--- src/design/tcw_pkg.sv ---
// Shared constants, payload types and helpers for the text console writer.
package tcw_pkg;

  localparam int COLUMNS   = 80;
  localparam int ROWS      = 25;
  localparam int TAB_WIDTH = 8;
  localparam int NCELLS    = COLUMNS * ROWS;

  localparam int COL_W  = 7;
  localparam int ROW_W  = 5;
  localparam int ADDR_W = $clog2(NCELLS);
  localparam int CNT_W  = $clog2(NCELLS + 1);

  localparam logic [1:0] MODE_PUT   = 2'd0;
  localparam logic [1:0] MODE_READ  = 2'd1;
  localparam logic [1:0] MODE_SET   = 2'd2;
  localparam logic [1:0] MODE_CLEAR = 2'd3;

  localparam logic [7:0] CH_BS  = 8'd8;
  localparam logic [7:0] CH_TAB = 8'd9;
  localparam logic [7:0] CH_NL  = 8'd10;
  localparam logic [7:0] CH_CR  = 8'd13;

  localparam logic [7:0] BLANK_ATTR = 8'h07;

  typedef struct packed {
    logic [1:0]       mode;
    logic [7:0]       char_code;
    logic [COL_W-1:0] col;
    logic [ROW_W-1:0] row;
  } in_item_t;

  typedef struct packed {
    logic [COL_W-1:0] cursor_col;
    logic [ROW_W-1:0] cursor_row;
    logic [7:0]       cell_char;
    logic [7:0]       cell_attr;
  } out_item_t;

  // Outcome of one put-character command
  typedef struct packed {
    logic [COL_W-1:0] col;
    logic [ROW_W-1:0] row;
    logic             scroll;
    logic             wr_en;
    logic [15:0]      wr_data;
  } put_t;

  function automatic logic [ADDR_W-1:0] cell_addr(input logic [ROW_W-1:0] row,
                                                  input logic [COL_W-1:0] col);
    cell_addr = ADDR_W'(row) * ADDR_W'(COLUMNS) + ADDR_W'(col);
  endfunction

endpackage

--- src/design/tcw_cursor.sv ---
// Cursor movement and cell write for one put-character command.
module tcw_cursor (
  input  logic [tcw_pkg::COL_W-1:0] cur_col,
  input  logic [tcw_pkg::ROW_W-1:0] cur_row,
  input  logic [7:0]                char_code,
  input  logic [7:0]                old_char,
  output tcw_pkg::put_t             put
);

  logic [tcw_pkg::COL_W:0] tab_col;
  logic [tcw_pkg::COL_W:0] inc_col;
  logic                    line_feed;
  logic                    last_row;

  assign tab_col  = {1'b0, cur_col} + (tcw_pkg::COL_W+1)'(tcw_pkg::TAB_WIDTH)
                  - (tcw_pkg::COL_W+1)'(cur_col % tcw_pkg::TAB_WIDTH);
  assign inc_col  = {1'b0, cur_col} + 1'b1;
  assign last_row = (cur_row == tcw_pkg::ROW_W'(tcw_pkg::ROWS - 1));

  always_comb begin
    put.col     = cur_col;
    put.row     = cur_row;
    put.scroll  = 1'b0;
    put.wr_en   = 1'b0;
    put.wr_data = {tcw_pkg::BLANK_ATTR, char_code};
    line_feed   = 1'b0;
    unique case (char_code)
      tcw_pkg::CH_NL: begin
        line_feed = 1'b1;
      end
      tcw_pkg::CH_BS: begin
        if (cur_col != '0) begin
          put.wr_en   = 1'b1;
          put.wr_data = {8'h00, old_char};
          put.col     = cur_col - 1'b1;
        end
      end
      tcw_pkg::CH_TAB: begin
        if (tab_col >= (tcw_pkg::COL_W+1)'(tcw_pkg::COLUMNS)) begin
          line_feed = 1'b1;
        end else begin
          put.col = tab_col[tcw_pkg::COL_W-1:0];
        end
      end
      tcw_pkg::CH_CR: begin
        put.col = '0;
      end
      default: begin
        put.wr_en = 1'b1;
        if (inc_col >= (tcw_pkg::COL_W+1)'(tcw_pkg::COLUMNS)) begin
          line_feed = 1'b1;
        end else begin
          put.col = inc_col[tcw_pkg::COL_W-1:0];
        end
      end
    endcase
    if (line_feed) begin
      put.col = '0;
      // past the bottom row: scroll and stay on the last row
      if (last_row) begin
        put.scroll = 1'b1;
      end else begin
        put.row = cur_row + 1'b1;
      end
    end
  end

endmodule

--- config.mk ---
export PLATFORM = sky130hd
export DESIGN_NAME = tcw_cursor
export DESIGN_NICKNAME = d
export VERILOG_FILES = /design/src/design/tcw_pkg.sv /design/src/design/tcw_cursor.sv
export SDC_FILE = /design/constraint.sdc
export NUM_CORES = 1
export LEC_CHECK = 0
export BUFFER_PORTS_ARGS = -buffer_cell sky130_fd_sc_hd__buf_2
export CAP_MARGIN = 20
export CORE_MARGIN = 2
export CORE_UTILIZATION = 35
export DETAILED_ROUTE_END_ITERATION = 10
export PLACE_DENSITY_LB_ADDON = 0.2
export SLEW_MARGIN = 20
export SYNTH_ARGS = -nofsm -noshare
export SYNTH_HDL_FRONTEND = slang
export SYNTH_SLANG_ARGS = --single-unit
--- constraint.sdc ---
create_clock -name vclk -period 2.2
set_input_delay 0.22 -clock vclk [all_inputs]
set_output_delay 0.22 -clock vclk [all_outputs]
set_load 0.01 [all_outputs]
After elaboration in Yosys (flattened, before gate mapping)
Index checks and enable logic that the tools add are counted.
- add/subtract/negate cells: 5
- $lt $le $gt $ge: 2
- equality and inequality tests: 5
- mux-type cells: 13
- reductions and logical operators: 3
- operator list (operator ; number):
    8-bit by 4-bit equality test with 1-bit output (second input constant) ; 4
    7-bit case mux with 4 select lines ; 1
    7-bit 2-to-1 mux ; 3
    17-bit 2-to-1 mux ; 1
    8-bit by 7-bit greater-or-equal comparator with 1-bit output (second input constant) ; 2
    16-bit 2-to-1 mux ; 1
    13-bit 2-to-1 mux ; 1
    7-bit by 1-bit adder with 8-bit output (second input constant) ; 1
    7-bit by 4-bit adder with 8-bit output (second input constant) ; 1
    8-bit by 3-bit subtractor with 8-bit output ; 1
    7-bit nonzero test ; 1
    7-bit by 1-bit subtractor with 7-bit output (second input constant) ; 1
    5-bit by 1-bit adder with 5-bit output (second input constant) ; 1
    5-bit equality test (second input constant) ; 1
    5-bit 2-to-1 mux ; 1
    1-bit 2-to-1 mux ; 3
    1-bit case mux with 3 select lines ; 1
    3-bit OR reduction ; 1
    1-bit case mux with 2 select lines ; 1
    2-bit OR reduction ; 1
- register bits: 0
- bits of input ports: 28
- logic and storage cells: 28

Longest topological paths before layout
Gate-level depths: netlist of run 1.
- depth in word-level cells: 6
- depth in mapped cells: 8
- depth with buffers taken out: 8

Worst setup path before layout of run 1
No wires, ideal clock.
- kind: input-to-output
- start: in cur_col[5] in the netlist's numbering
- end: out put[20] in the netlist's numbering
- arrival time: 1.879 ns
- data required time: 1.980 ns
- setup slack: 0.101 ns
- stages: 8
- cells stage by stage: inv_1 > ha_1 > a211oi_4 > xor2_2 > o31ai_2 > a221oi_4 > nor3b_2 > mux2_4
- RTL lines (what ; RTL line ; text):
    start, declared ; tcw_cursor.sv:3 ; input logic [tcw_pkg::COL_W-1:0] cur_col,
    end, declared ; tcw_cursor.sv:7 ; output tcw_pkg::put_t put

==> out/metrics.csv, run 1 <==
metric;value;unit
status;finished with violations;
violations;setup timing;
timing.fmax;447.2;MHz
start_kind;input port;
layout.cells.non_filler;285;
post-route-min-period;2.236;ns
place_inst;273;
synth_top_area_share;15.93;%
grt_pass1_wl;5637;µm
placed_cell_area;0.001634;mm²
finalCritPeriodShare;101.7;%
crit_arrival;2.02;ns
rows;20;
final_nets;285;
yosysTopAreaCell;ha_1;
crit_required;1.98;ns
routedWlPerCell;14.82;µm
setup_slack;-0.03638;ns
gr-total-overflow;0;
n_fill_cell;224;
worstHoldPathType;in2out;
grt_max_degree;11;
max_slew.worst_pin.slew;0.5477;ns
antenna_found_initial;0;
max_slew_margin;63.21;%
hold_violations;0;
yosysUniqueCellTypes;53;
first_pass_iters;4;
p_leak;0.0009925;µW
gp_congestion;0.8709;
die_x;60.06;µm
io_buffer_count;53;
ant_nets;0;
synth_area;0.001100;mm²
postSynthCellCount;147;
wl_met2;2217;µm
drt-initial-drc-count;47;
drc_errors;0;
p_int;217.8;µW
multiInputGateArea;0.001286;mm²
route.met3.wl;181;µm
clkPwrFrac;0;%
drive_gt1_share;61.83;%
critPathKind;in2out;
layout_commonest_cell;buf_2;
netSwitchingFraction;49.28;%
post-route-util;68.26;%
top_layer;met4;
grt_pass1_vias;1306;
setup_viol;3;
seq_cells;0;
vias_per_cell;5.151;
core;0.003028;mm²
seq_power_share;0;%
regArea;0;µm²
dieArea;0.003607;mm²
power.density;207.7;mW/mm²
wl_met1;1756;µm
critPathMaxFanout;4;
die_h;60.06;µm
clock_buffers;0;
design_area;0.002067;mm²
boundaryPins;58;
grt_use_total;19.86;%
drv_slew;0;
vdd_ir_drop_max;0.1454;mV
area_delta_synth_final;87.94;%
p_switching;211.6;µW
combPwrFrac;100.0;%
ys_top_cells_by_area;ha_1, xnor2_1, a21o_1;
dpl.hpwl;2925;µm
syn_area_per_cell;7.482;µm²
ys_warn_count;0;
postCtsHoldBufs;0;
layout_common_cells;buf_2, buf_4, nand2_1;
n_antenna_cell;0;
maxCapViolations;0;
drt_wl_total;4225;µm
start_util;36.32;%
end_kind;primary output;
routed-via-count;1468;
rsz0062_at_grt;yes;
yosysSeqAreaShare;0;%
kinds of logic after synthesis:
family | count (synthesis) | share of synthesized area (%)
and+or+nand+nor | 54 | 29.81
AOI/OAI and AO/OA | 40 | 28.90
buffers and inverters | 21 | 9.896
xor gates and xnor gates | 14 | 11.83
adders and majority gates | 14 | 15.93
muxes | 3 | 3.299
other | 1 | 0.3410
per-layer routing:
layer / GRT usage (%) / up-vias
met5: 0 / -
met4: 1.587 / 0
met3: 0.4329 / 7
met2: 37.27 / 62
met1: 26.04 / 688
li1: - / 711
critical path, cell delays in order:
cell and delay, ns:
buf_12 0.10, ha_4 0.15, buf_4 0.10, nand4_1 0.14, xnor2_2 0.28, buf_4 0.19, a21oi_4 0.04, or2_4 0.26
o221a_1 0.24, a31oi_1 0.15, buf_2 0.15
synth_stat cells (all sizes together) (2+ instances only):
| library cell | n |
|---|---|
| o31ai | 2 |
| nor4 | 2 |
| nor2b | 3 |
| mux2 | 2 |
| a22o | 2 |
| xor2 | 4 |
| a22oi | 2 |
| nand3 | 6 |
| nand4 | 3 |
| o21ai | 7 |
| inv | 10 |
| nand3b | 2 |
| a31oi | 4 |
| a21o | 7 |
| buf | 10 |
| nand2 | 11 |
| nand2b | 6 |
| nor3 | 7 |
| nor2 | 6 |
| a21oi | 6 |
| ha | 14 |
| xnor2 | 10 |
area by class of cell:
cell class / instances / area share, %
Multi-Input combinational cell: 130 / 62.23
Timing Repair Buffer: 101 / 32.69
Tap cell: 44 / 2.663
Inverter: 10 / 2.421
path summary, 6_finish.rpt:
path	startpoint	endpoint	slack, ns	cells past startpoint
worst min-delay path	old_char[3]	put[3]	0.71	4
worst max-delay path	cur_col[5]	put[26]	-0.04	11
per-stage QoR:
step           hold WS, ns  power (µW)  setup TNS [ns]  setup slack (ns)
6_report            0.7073       429.3        -0.07697          -0.03638
5_1_grt             0.7213       459.7         -0.7998          -0.09635
4_1_cts             0.7093       345.8         -0.2403          -0.07716
3_5_place_dp        0.7087       305.9          -2.105           -0.2649
3_3_place_gp        0.7048       299.1          -1.713           -0.2177
2_1_floorplan       0.4944       172.7               0            0.1007
what timing repair did:
| item | in CTS | in global routing |
|---|---|---|
| setup endpoints to repair | 13 | 13 |
| setup buffers | 2 | 10 |
| gates cloned | 0 | 0 |
| pin swaps | 12 | 20 |
| resized for setup | 34 | 35 |
power by group through the flow:
stage / clock network (µW) / registers, µW / logic, µW
2_1_floorplan: 0 / 0 / 173
3_3_place_gp: 0 / 0 / 299
3_5_place_dp: 0 / 0 / 306
4_1_cts: 0 / 0 / 346
5_1_grt: 0 / 0 / 460
6_report: 0 / 0 / 429
Power figures use the tool's default switching activity.
==> run 2: changes to the inputs <==
--- a/config.mk
+++ b/config.mk
@@ -8,7 +8,7 @@
 export BUFFER_PORTS_ARGS = -buffer_cell sky130_fd_sc_hd__buf_2
 export CAP_MARGIN = 20
 export CORE_MARGIN = 2
-export CORE_UTILIZATION = 35
+export CORE_UTILIZATION = 48
 export DETAILED_ROUTE_END_ITERATION = 10
 export PLACE_DENSITY_LB_ADDON = 0.2
 export SLEW_MARGIN = 20
==> out/metrics.csv, run 2 (synthesis results as in run 1) <==
metric;value;unit
max_slew_margin;65.99;%
final_nets;284;
core;0.002191;mm²
crit_required;1.98;ns
timing.fmax;422.6;MHz
worstHoldPathType;in2out;
routed-via-count;1672;
critPathMaxFanout;5;
post-route-min-period;2.366;ns
start_kind;input port;
io_buffer_count;53;
hold_ws;0.7092;ns
routedWlPerCell;19.78;µm
first_pass_iters;4;
ant_nets;0;
start_util;50.20;%
layout_common_cells;buf_2, buf_4, nand2_1;
slowest_stage;or2_4;
gp_congestion;0.9071;
grtUsageMet2;59.49;%
boundaryPins;58;
cpMostUsedCell;buf_4;
setup_slack;-0.1665;ns
finalCritPeriodShare;107.6;%
endpoint;put[26];
layout_commonest_cell;buf_2;
design_area;0.001969;mm²
n_fill_cell;98;
vdd_ir_drop_max;0.2064;mV
fin_total_pwr;436.8;µW
worst_path_dominant_cell_family;simple AND/OR/NAND/NOR gates;
drc_errors;0;
crit_buf_inv;4;
drv_slew;0;
grt_pass1_vias;1445;
antenna_found_initial;0;
dpl.hpwl;2829;µm
power.density;221.8;mW/mm²
dieArea;0.002690;mm²
p_leak;0.0009578;µW
gr-total-overflow;0;
die_h;51.87;µm
path_cells;buf_12, buf_4, ha_1, nand4_1, buf_4, nand2_1, a21oi_2, or2_4, o221a_1, a31oi_1, buf_2;
clock_buffers;0;
grt_pass1_wl;6147;µm
grt_max_degree;11;
violations;setup timing;
setup_viol;10;
status;finished with violations;
top_usage_layer;met2;
placed_cell_area;0.001599;mm²
critPathKind;in2out;
rsz0062_at_grt;yes;
final.setup.tns;-0.9361;ns
n_antenna_cell;0;
drt-initial-drc-count;55;
vias_per_cell;6.239;
preCtsSetupSlack;-0.3160;ns
drive_gt1_share;59.58;%
area_delta_synth_final;79.07;%
seq_cells;0;
end_kind;primary output;
regArea;0;µm²
hold_violations;0;
max_slew.worst_pin.slew;0.5062;ns
crit_path_start;cur_col[4];
rows;17;
maxCapViolations;0;
gr-usage-met3;3.161;%
crit_cells;11;
grt_util_met1;30.49;%
grt_use_total;29.35;%
drt_wl_total;5302;µm
die_x;51.87;µm
crit_path_max_incr_delay;0.30;ns
crit_arrival;2.15;ns
run 2: cell types whose count changed in the layout (fill, tap and decap cells not counted), sizes merged:
cell  change
buf       -1
run 2: layout make-up:
cell class / count / area [µm²] / area share (%)
repair buffers: 100 / 660.6 / 33.55
well taps: 28 / 35.03 / 1.779
multi-input cells: 130 / 1226 / 62.26
inverters: 10 / 47.55 / 2.414
run 2: power breakdown:
part	internal (µW)	switching [µW]	total [µW]
clock	0	0	0
sequential	0	0	0
combinational	211	226	437
run 2: worst min-delay path by stage:
stage,startpoint,endpoint,slack [ns],depth (start not counted)
5_1_grt,old_char[3],put[3],0.73,4
3_5_place_dp,old_char[3],put[3],0.71,4
4_1_cts,old_char[3],put[3],0.71,4
3_3_place_gp,old_char[3],put[3],0.70,4
2_1_floorplan,cur_row[2],put[17],0.49,1
6_report,old_char[3],put[3],0.71,4
run 2: metrics by stage:
step / utilization (%) / cells
floorplan: - / 151
global placement: 72.99 / 255
detailed placement: 72.99 / 255
CTS: 83.04 / 261
global route: 89.89 / 268
finish: 89.89 / 268
run 2: repair_timing:
action / CTS / global route
gates cloned: 0 / 0
hold buffers: 0 / 0
buffers inserted: 6 / 7
endpoints found under the hold margin: 0 / 0
gates resized for setup: 39 / 17
setup endpoints to repair: 13 / 13
pin swaps: 11 / 10
run 2: metal layers:
layer / part of all wire [%] / vias to the layer above / routed length, µm
li1: - / 709 / -
met1: 34 / 779 / 1813
met2: 48 / 138 / 2559
met3: 9.4 / 46 / 499
met4: 8.1 / 0 / 430
met5: 0 / - / 0
==> run 3: changes to the inputs <==
--- a/config.mk
+++ b/config.mk
@@ -5,11 +5,13 @@
 export SDC_FILE = /design/constraint.sdc
 export NUM_CORES = 1
 export LEC_CHECK = 0
+export ABC_AREA = 1
 export BUFFER_PORTS_ARGS = -buffer_cell sky130_fd_sc_hd__buf_2
 export CAP_MARGIN = 20
 export CORE_MARGIN = 2
-export CORE_UTILIZATION = 48
+export CORE_UTILIZATION = 52
 export DETAILED_ROUTE_END_ITERATION = 10
+export MAX_ROUTING_LAYER = met4
 export PLACE_DENSITY_LB_ADDON = 0.2
 export SLEW_MARGIN = 20
 export SYNTH_ARGS = -nofsm -noshare
==> out/metrics.csv, run 3 <==
metric;value;unit
seq_cells;0;
rows;19;
dpl.hpwl;3356;µm
layout_common_cells;nand2_1, buf_2, nand3_1;
maxCapViolations;0;
ys_top_cells_by_area;nand2_1, ha_1, nand3_1;
finalCritPeriodShare;96.69;%
core;0.002686;mm²
end_kind;primary output;
gr-total-overflow;0;
yosysUniqueCellTypes;35;
vias_per_cell;5.048;
start_kind;input port;
antenna_found_initial;0;
dieArea;0.003193;mm²
postSynthCellCount;253;
n_antenna_cell;0;
syn_area_per_cell;5.667;µm²
worstHoldPathType;in2out;
drt-initial-drc-count;57;
preCtsSetupSlack;-0.07202;ns
synth_top_area_share;17.28;%
routed-via-count;1792;
critPathKind;in2out;
yosysMostFrequentCell;nand2_1;
setup_viol;0;
grt_pass1_vias;1490;
layout_commonest_cell;nand2_1;
regArea;0;µm²
p_leak;0.001073;µW
status;finished, final reports clean;
critPathMaxFanout;6;
yosysSeqAreaShare;0;%
setup_slack;0.07280;ns
grt_use_total;24.34;%
ant_nets;0;
crit_arrival;1.91;ns
crit_required;1.98;ns
start_util;53.38;%
synth_area;0.001434;mm²
drt_wl_total;4032;µm
gp_congestion;0.8730;
drc_errors;0;
synthTopCellsByCount;nand2_1, nand3_1, inv_1, nor2_1, ha_1;
final_nets;368;
first_pass_iters;4;
die_h;56.51;µm
post-route-min-period;2.127;ns
hold_violations;0;
routedWlPerCell;11.36;µm
die_x;56.51;µm
grt_pass1_wl;6327;µm
vdd_ir_drop_max;0.1526;mV
grt_max_degree;12;
drive_gt1_share;36.42;%
fin_total_pwr;359.6;µW
ys_warn_count;0;
io_buffer_count;53;
timing.fmax;470.1;MHz
boundaryPins;58;
drv_slew;0;
power.density;188.8;mW/mm²
clock_buffers;0;
postCtsHoldBufs;0;
yosysTopAreaCell;nand2_1;
area_delta_synth_final;32.81;%
==> run 3: cell types whose count changed after synthesis, sizes merged, moves of 3 or more <==
cell	delta
nor2b	-3
a31oi	-3
inv	+24
nand3	+35
nand2	+65
xnor2	-7
xor2	+4
nand2b	-6
nand4	+4
a21o	-7
nor2	+25
==> run 3: routing by layer <==
metal | routed length [µm] | vias up | global-route usage (%)
li1 | - | 949 | -
met1 | 1813 | 781 | 32.50
met2 | 1966 | 58 | 42.52
met3 | 206 | 4 | 0.6912
met4 | 45 | 0 | 2.041
met5 | 0 | - | -
==> run 3: worst paths after layout <==
check | startpoint | slack [ns] | end | depth (start not counted)
setup / recovery | cur_col[5] | 0.07 | put[27] | 14
hold / removal | char_code[4] | 0.74 | put[4] | 3
==> run 3: stage by stage <==
step / hold WS [ns] / setup TNS [ns] / instance area (µm²) / cells / utilization, %
6_report: 0.7360 / 0 / 1904 / 355 / 70.89
4_1_cts: 0.7395 / 0 / 1828 / 351 / 68.05
3_5_place_dp: 0.7380 / -0.3435 / 1819 / 351 / 67.72
3_3_place_gp: 0.7322 / 0 / 1819 / 351 / 67.72
2_1_floorplan: 0.5427 / 0 / 1449 / 257 / -
5_1_grt: 0.7537 / -0.07193 / 1904 / 355 / 70.89
==> run 3: what timing repair did <==
item / 4_1_cts / 5_1_grt
hold endpoints to repair: 0 / 0
resized for setup: 2 / 11
pin swaps: 0 / 2
buffers inserted: 0 / 4
setup endpoints to repair: 9 / 13
==> run 3: where the power goes <==
group          internal (µW)  switching [µW]  total [µW]
registers                  0               0           0
clock network              0               0           0
logic                    155             204         360
total                    155             204         360
==> run 3: area by class of cell <==
| cell class | count | area (µm²) |
|---|---|---|
| fillers | 276 | 782.0 |
| inverters | 34 | 127.6 |
| multi-input cells | 212 | 1279 |
| well taps | 31 | 38.79 |
| repair buffers | 78 | 459.2 |
==> run 3: cells by family (layout without fill, tap and decap cells) <==
group	count (synthesis)	after routing	share of synthesized area, %
other	1	5	0.2615
and+or+nand+nor	165	165	57.42
xor gates and xnor gates	11	11	7.243
AOI/OAI and AO/OA	17	17	7.592
buffers and inverters	45	112	15.27
adders and majority gates	14	14	12.22
==> run 3: critical path, stage by stage <==
cell and delay, ns:
clkbuf_4 0.16, inv_2 0.08, ha_1 0.23, a21oi_2 0.21, nand3_2 0.10, nand2_1 0.10
nand3_2 0.09, nand2_2 0.10, nand3_4 0.08, nand2_4 0.13, buf_6 0.13, nand2_2 0.05
nor2_2 0.09, buf_2 0.12
